<file path="config.mk">
export PLATFORM = sky130hd
export DESIGN_NAME = utf8_to_ucs4_stream_decoder
export DESIGN_NICKNAME = d
export VERILOG_FILES = /design/src/rtl/utod_pkg.sv /design/src/rtl/utod_out_fifo.sv /design/src/rtl/utf8_to_ucs4_stream_decoder.sv
export SDC_FILE = /design/constraint.sdc
export NUM_CORES = 1
export LEC_CHECK = 0
export BUFFER_PORTS_ARGS = -buffer_cell sky130_fd_sc_hd__buf_2
export CORE_ASPECT_RATIO = 1.75
export CORE_UTILIZATION = 47
export DETAILED_ROUTE_END_ITERATION = 10
export PLACE_DENSITY = 0.66
export SLEW_MARGIN = 10
export SYNTH_ARGS = -nofsm -noshare
export SYNTH_HDL_FRONTEND = slang
export SYNTH_SLANG_ARGS = --single-unit
</file>
<file path="constraint.sdc">
create_clock -name clk_i -period 2.8 [get_ports clk_i]
set_clock_uncertainty 0.15 [all_clocks]
set_input_delay 0.14 -clock clk_i [delete_from_list [all_inputs] [get_ports clk_i]]
set_output_delay 0.14 -clock clk_i [all_outputs]
set_load 0.01 [all_outputs]
</file>
<file path="src/rtl/utod_pkg.sv">
// ----------------------------------------------------------------------------
// UTF-8 to UCS-4 decoder package
// Shared types, queue sizing and the byte group decode function.
// ----------------------------------------------------------------------------
package utod_pkg;

  // Output queue sizing. The depth must be a power of two so that the
  // pointers wrap naturally.
  localparam int unsigned QDepth  = 4;
  localparam int unsigned QPtrW   = $clog2(QDepth);
  localparam int unsigned QCntW   = $clog2(QDepth + 1);

  // Field widths.
  localparam int unsigned ByteW   = 8;
  localparam int unsigned CpW     = 31;
  localparam int unsigned TailW   = 30;
  localparam int unsigned CountW  = 3;

  // Byte classification and decode constants.
  localparam logic [1:0]        ContTag      = 2'b10;
  localparam logic [CountW-1:0] CountMax     = 3'd7;
  localparam logic [CpW-1:0]    OverlongCode = 31'h0000_0020;

  // One result word: a code point and its end-of-string mark.
  typedef struct packed {
    logic           last;
    logic [CpW-1:0] cp;
  } result_t;

  // Results produced by one accepted byte, at most two.
  typedef struct packed {
    logic [1:0] n;
    result_t    r0;
    result_t    r1;
  } push_t;

  // Decode one byte group from its lead byte, tail bits and byte count.
  function automatic logic [CpW-1:0] decode_group(
    input logic [ByteW-1:0]  lead,
    input logic [TailW-1:0]  tail,
    input logic [CountW-1:0] cnt
  );
    logic [CpW-1:0] v;
    unique case (cnt)
      3'd1:    v = {24'd0, lead[6:0]};
      3'd2:    v = {20'd0, lead[4:0], tail[5:0]};
      3'd3:    v = {15'd0, lead[3:0], tail[11:0]};
      3'd4:    v = {10'd0, lead[2:0], tail[17:0]};
      3'd5:    v = {5'd0, lead[1:0], tail[23:0]};
      3'd6:    v = {lead[0], tail[29:0]};
      default: v = OverlongCode;
    endcase
    return v;
  endfunction

endpackage

</file>
<file path="src/rtl/utod_out_fifo.sv">
// ----------------------------------------------------------------------------
// UTF-8 decoder output queue
// Small register queue that takes up to two result words per cycle and
// hands out one word per cycle while the master stream side is ready.
// ----------------------------------------------------------------------------
module utod_out_fifo (
  input  logic              clk_i,
  input  logic              rst_ni,
  input  utod_pkg::push_t   push_i,
  output logic              room_o,
  output logic              m_valid_o,
  input  logic              m_ready_i,
  output utod_pkg::result_t m_data_o
);

  utod_pkg::result_t                mem_q [utod_pkg::QDepth];
  logic [utod_pkg::QPtrW-1:0]       wr_ptr_q, wr_ptr_d;
  logic [utod_pkg::QPtrW-1:0]       rd_ptr_q, rd_ptr_d;
  logic [utod_pkg::QCntW-1:0]       count_q, count_d;
  logic [utod_pkg::QPtrW-1:0]       wr_ptr_nx;
  logic                             pop;

  // Room for a worst-case byte, which produces two words.
  assign room_o    = count_q <= utod_pkg::QCntW'(utod_pkg::QDepth - 2);
  assign m_valid_o = count_q != '0;
  assign m_data_o  = mem_q[rd_ptr_q];
  assign pop       = m_valid_o && m_ready_i;

  // The second slot wraps with the pointer since the depth is a power of two.
  assign wr_ptr_nx = wr_ptr_q + utod_pkg::QPtrW'(1);

  // Pointer and fill count update.
  always_comb begin
    wr_ptr_d = wr_ptr_q + utod_pkg::QPtrW'(push_i.n);
    rd_ptr_d = rd_ptr_q + utod_pkg::QPtrW'(pop);
    count_d  = count_q + utod_pkg::QCntW'(push_i.n) - utod_pkg::QCntW'(pop);
  end

  always_ff @(posedge clk_i or negedge rst_ni) begin
    if (!rst_ni) begin
      wr_ptr_q <= '0;
      rd_ptr_q <= '0;
      count_q  <= '0;
    end else begin
      wr_ptr_q <= wr_ptr_d;
      rd_ptr_q <= rd_ptr_d;
      count_q  <= count_d;
    end
  end

  // Payload storage, written at up to two consecutive slots.
  always_ff @(posedge clk_i) begin
    if (push_i.n != 2'd0) begin
      mem_q[wr_ptr_q] <= push_i.r0;
    end
    if (push_i.n == 2'd2) begin
      mem_q[wr_ptr_nx] <= push_i.r1;
    end
  end

endmodule

</file>
<file path="src/rtl/utf8_to_ucs4_stream_decoder.sv">
// ----------------------------------------------------------------------------
// UTF-8 to UCS-4 stream decoder
// Decodes UTF-8 byte groups to UCS-4; groups over six bytes give 0x20.
// ----------------------------------------------------------------------------
// Usage:
//   The slave stream carries one string byte per word in tdata; tlast marks
//   the last byte before the terminator. The master stream carries one code
//   point per word in tdata[30:0]; tlast marks the final code point of the
//   string. A group is closed when a non-continuation byte arrives or when
//   the string ends, so its code point is written to the output queue as
//   the closing byte is accepted. Throughput is one byte per cycle while
//   tready is high. A byte that both closes a group and ends the string
//   yields two words; these drain from a four-entry output queue at one
//   word per cycle while the receiver is ready. The slave side is ready
//   whenever the queue has two free entries, which is the rate limit under
//   a stalled receiver. When the receiver stalls, the queue fills and tready
//   drops until words are taken; nothing is lost. Reset empties the queue
//   and closes any open group, so the next byte starts a new string.
// ----------------------------------------------------------------------------
module utf8_to_ucs4_stream_decoder (
  input  logic        clk_i,
  input  logic        rst_ni,
  input  logic        s_axis_tvalid_i,
  output logic        s_axis_tready_o,
  input  logic [7:0]  s_axis_tdata_i,   // [7:0] byte_in
  input  logic        s_axis_tlast_i,   // end_of_string
  output logic        m_axis_tvalid_o,
  input  logic        m_axis_tready_i,
  output logic [31:0] m_axis_tdata_o,   // [30:0] codepoint, [31] zero fill
  output logic        m_axis_tlast_o    // string_last
);

  logic                           open_q, open_d;
  logic [utod_pkg::ByteW-1:0]     lead_q, lead_d;
  logic [utod_pkg::TailW-1:0]     tail_q, tail_d;
  logic [utod_pkg::CountW-1:0]    cnt_q, cnt_d;
  logic                           accept;
  logic                           room;
  logic                           is_cont;
  logic [utod_pkg::ByteW-1:0]     lead_g;
  logic [utod_pkg::TailW-1:0]     tail_g;
  logic [utod_pkg::CountW-1:0]    cnt_g;
  utod_pkg::push_t                push;
  utod_pkg::result_t              out_word;

  assign s_axis_tready_o = room;
  assign accept  = s_axis_tvalid_i && room;
  assign is_cont = open_q && (s_axis_tdata_i[7:6] == utod_pkg::ContTag);

  // Group state after the byte is added, before any end-of-string flush.
  always_comb begin
    if (is_cont) begin
      lead_g = lead_q;
      tail_g = {tail_q[utod_pkg::TailW-7:0], s_axis_tdata_i[5:0]};
      cnt_g  = (cnt_q < utod_pkg::CountMax) ? cnt_q + 3'd1 : cnt_q;
    end else begin
      lead_g = s_axis_tdata_i;
      tail_g = '0;
      cnt_g  = 3'd1;
    end
  end

  // Result words caused by this byte: a closed group, then a flush.
  always_comb begin
    push      = '0;
    push.r0.cp = utod_pkg::decode_group(lead_q, tail_q, cnt_q);
    push.r1.cp = utod_pkg::decode_group(lead_g, tail_g, cnt_g);
    push.r1.last = 1'b1;
    if (accept) begin
      if (!is_cont && open_q) begin
        push.n = s_axis_tlast_i ? 2'd2 : 2'd1;
      end else if (s_axis_tlast_i) begin
        push.n  = 2'd1;
        push.r0 = push.r1;
      end
    end
  end

  // Next group state; the end of a string closes everything.
  always_comb begin
    open_d = open_q;
    lead_d = lead_q;
    tail_d = tail_q;
    cnt_d  = cnt_q;
    if (accept) begin
      if (s_axis_tlast_i) begin
        open_d = 1'b0;
        lead_d = '0;
        tail_d = '0;
        cnt_d  = '0;
      end else begin
        open_d = 1'b1;
        lead_d = lead_g;
        tail_d = tail_g;
        cnt_d  = cnt_g;
      end
    end
  end

  always_ff @(posedge clk_i or negedge rst_ni) begin
    if (!rst_ni) begin
      open_q <= 1'b0;
      lead_q <= '0;
      tail_q <= '0;
      cnt_q  <= '0;
    end else begin
      open_q <= open_d;
      lead_q <= lead_d;
      tail_q <= tail_d;
      cnt_q  <= cnt_d;
    end
  end

  // Output queue toward the master stream.
  utod_out_fifo u_out_fifo (
    .clk_i     (clk_i),
    .rst_ni    (rst_ni),
    .push_i    (push),
    .room_o    (room),
    .m_valid_o (m_axis_tvalid_o),
    .m_ready_i (m_axis_tready_i),
    .m_data_o  (out_word)
  );

  assign m_axis_tdata_o = {1'b0, out_word.cp};
  assign m_axis_tlast_o = out_word.last;

endmodule

</file>
==> results.py <==
metrics = {
    "run_status": {
        "status": "finished clean",
    },
    "routing": {
        "ant_nets": 0,
        "routedWlPerCell_um": 26.2,
        "drcViolationCount": 0,
        "met1_length_um": 9790,
        "drt_iter0_markers": 562,
        "highest_layer": "met4",
        "viasPerCell": 6.81,
        "routed_wirelength_um": 27500,
        "via_count": 7135,
        "firstDrtPassIters": 5,
        "wl_met2_um": 14300,
        "met3_length_um": 1650,
    },
    "final_layout": {
        "regArea_um2": 5010,
        "antenna_cells": 0,
        "fin_nets": 820,
        "drive_above_1_share": 0.268,
        "syn_to_final_growth_pct": 15.1,
        "nFillCells": 1593,
        "fin_area_um2": 10800,
        "multiInputGateArea_um2": 3990,
    },
    "clock_tree": {
        "post_cts_buffers": 0,
        "cts_sinks": 176,
        "tritoncts": "built",
        "insertion_delay_ns": 0.44,
        "clockBufferDepth": 2,
        "clk_pin_slew_ns": 0.07,
        "numCtsBuffers": 17,
        "cts_max_level": 4,
        "root_buffer": "clkbuf_16",
    },
    "timing": {
        "period_needed_ns": 2.74,
        "fmaxAchievable_ghz": 0.365,
        "rsz0062_at_grt": "true",
        "slew_violations": 0,
        "finalSetupViolCount": 0,
        "tns_ns": 0,
        "worst_slew_pin_slew_ns": 0.744,
        "fin_ws_ns": 0.0628,
        "hold_viol_final": 0,
        "min_period_over_period": 0.978,
        "max_slew_margin": 0.503,
    },
    "critical_path": {
        "worst_ep_arrival_time_ns": 2.75,
        "max_stage_delay_ns": 0.44,
        "cp.required_ns": 2.81,
        "cp_slowest_cell": "dfrtp_1",
        "startpoint_type": "flop",
        "crit_type": "reg -> reg",
        "reg2reg_setup_slack_ns": 0.06,
        "path_cells": "ha_1 -> ha_1 -> and2_1 -> a32o_1 -> a221oi_2 -> o22ai_1",
        "end_kind": "flop",
        "cp_common_cell": "ha_1",
        "cp_max_fo": 9,
    },
    "synth": {
        "synth_nets": 762,
        "synthTopCellsByCount": "edfxtp_1 (124), o22ai_1 (72), nand2_1 (61)",
        "synth_edf_count": 124,
        "yosys.cell_types.count": 74,
        "synth_seq_cells": 176,
        "synth_largest_area_cell": "edfxtp_1",
        "async_flop_share": 0.273,
        "synth_area_um2": 9340,
        "avgSynthCellArea_um2": 12.7,
        "yosysWarnings": 0,
        "yosysTopAreaCellShare": 0.399,
        "yosysSeqAreaShare": 0.536,
        "synthCells": 736,
        "synth_flop_cell": "edfxtp_1",
        "synth_area_leaders": "edfxtp_1 (40%), dfrtp_1 (13%), mux4_2 (7.7%), o22ai_1 (4.8%), a22o_1 (4.1%)",
        "synth_most_common_cell": "edfxtp_1",
    },
    "die": {
        "dieArea_um2": 20500,
        "coreArea_um2": 19300,
        "initial_core_util": 0.484,
        "io_pins": 48,
        "die_height_um": 189,
        "die_w_um": 109,
        "num_rows": 67,
    },
    "power_and_ir_drop": {
        "p_leak_nw": 3.87,
        "peakVddDrop_mv": 0.700,
        "p_per_area_nw_per_um2": 842,
    },
    "global_routing": {
        "grtUsageTotal": 0.286,
        "grt_max_degree": 35,
        "antenna_found_initial": 0,
        "grt_pass1_vias": 7402,
        "grt_pass1_wl_um": 42900,
        "overflow": 0,
    },
    "placement": {
        "place_hpwl_um": 19600,
        "dpl_cell_area_um2": 10000,
        "routabilityCongestion": 1.01,
        "dp_slack_ns": 0.114,
        "port_buffers": 46,
    },
    "hold_path": {
        "hold_class": "in -> async",
    },
    "job": {
        "cap_violations": 0,
    },
}
## flip-flops by register name, summed over array words and instances (netlist names)
signal               count
tail_q                  30
u_out_fifo.count_q       3
u_out_fifo.rd_ptr_q      2
u_out_fifo.mem_q       128
cnt_q                    3
u_out_fifo.wr_ptr_q      2
lead_q                   7
open_q                   1
## report_power, final
group | total [mW] | switching, mW | leakage [nW] | internal, mW
Clock | 2.39 | 1.07 | 0.277 | 1.33
Combinational | 3.17 | 1.84 | 1.74 | 1.33
Sequential | 3.49 | 0.393 | 1.85 | 3.10
Total | 9.06 | 3.30 | 3.87 | 5.76
## placed cells by master (no fill, tap or decap), types with 4 or more instances in the layout
| master | netlist | layout |
|---|---|---|
| nor3_2 | 3 | 6 |
| inv_1 | 12 | 12 |
| and3_1 | 13 | 13 |
| o21ai_0 | 29 | 29 |
| o22ai_1 | 72 | 72 |
| a21oi_1 | 10 | 10 |
| ha_1 | 12 | 12 |
| o22ai_2 | 27 | 27 |
| o21bai_1 | 12 | 12 |
| a32oi_1 | 8 | 7 |
| dfxtp_1 | 4 | 4 |
| clkbuf_16 | 0 | 17 |
| nand4_1 | 5 | 5 |
| inv_6 | 0 | 5 |
| o211ai_1 | 4 | 4 |
| buf_2 | 16 | 46 |
| buf_12 | 0 | 10 |
| nor2b_1 | 8 | 8 |
| dlygate4sd3_1 | 0 | 10 |
| and2_1 | 12 | 12 |
| edfxtp_1 | 124 | 124 |
| nand2_1 | 61 | 58 |
| mux4_2 | 32 | 32 |
| buf_4 | 3 | 40 |
| nand3_1 | 19 | 19 |
| o2bb2ai_1 | 10 | 10 |
| nand2_2 | 1 | 4 |
| nor3_1 | 7 | 4 |
| a22oi_1 | 14 | 14 |
| a32o_1 | 6 | 6 |
| dfrtp_1 | 48 | 47 |
| nor2_1 | 11 | 11 |
| a22o_1 | 44 | 44 |
## metrics by stage
step | power [mW] | util | hold WS [ns] | instances
finish | 9.06 | 0.558 | 0.101 | 1047
global route | 9.46 | 0.558 | 0.143 | 1047
CTS | 9.06 | 0.555 | 0.0892 | 1047
detailed placement | 6.68 | 0.520 | 0.0231 | 1006
global placement | 6.63 | 0.520 | 0.0172 | 1006
floorplan | 5.47 | - | -0.306 | 736
## layout make-up
type / instances / share of cell area
sequential: 176 / 0.465
timing repair buffer: 106 / 0.0772
tap: 241 / 0.0280
inverter: 12 / 0.00419
clock inverter: 14 / 0.0144
multi-input combinational: 481 / 0.371
clock buffer: 17 / 0.0395
## timing repair
| action | in CTS | in global routing |
|---|---|---|
| resized for setup | 0 | 7 |
| endpoints found under the hold margin | 59 | 0 |
| setup endpoints to repair | 0 | 20 |
| hold buffers | 10 | 0 |
## final timing paths
kind                                    startpoint  cells past startpoint                      end
setup / recovery                          cnt_q[1]                      6  u_out_fifo.mem_q[1][14]
max in group asynchronous                   rst_ni                      3   u_out_fifo.rd_ptr_q[0]
setup reg to reg                          cnt_q[1]                      6  u_out_fifo.mem_q[1][14]
hold / removal                              rst_ni                      2    u_out_fifo.count_q[0]
min in group clk_i               s_axis_tdata_i[7]                      4                lead_q[6]
hold reg to reg            u_out_fifo.mem_q[1][31]                      2  u_out_fifo.mem_q[1][31]
## worst max-delay path: cells and delay by family, from the launching register on
family,cells,cell delay [ns]
compound gates,3,1.01
fa+ha+maj,2,0.61
flops,1,0.44
simple gates,1,0.25
## kinds of logic (layout without fill, tap and decap cells)
group,after synthesis,after routing,synth area share
buffers and inverters,79,149,0.0441
adder cells (fa/ha/maj),13,13,0.0182
AO/OA/AOI/OAI,265,265,0.226
multiplexers,35,35,0.0805
flip-flops,176,176,0.536
AND/OR/NAND/NOR,162,162,0.0908
other,1,1,0.000401
XOR/XNOR,5,5,0.00469
## per-layer routing
layer  GRT usage  up-vias
met2       0.478      372
met3      0.0495      107
met4       0.188        0
met5           0        -
li1            -     3081
met1       0.331     3575
(Power assumes the default switching activity.)
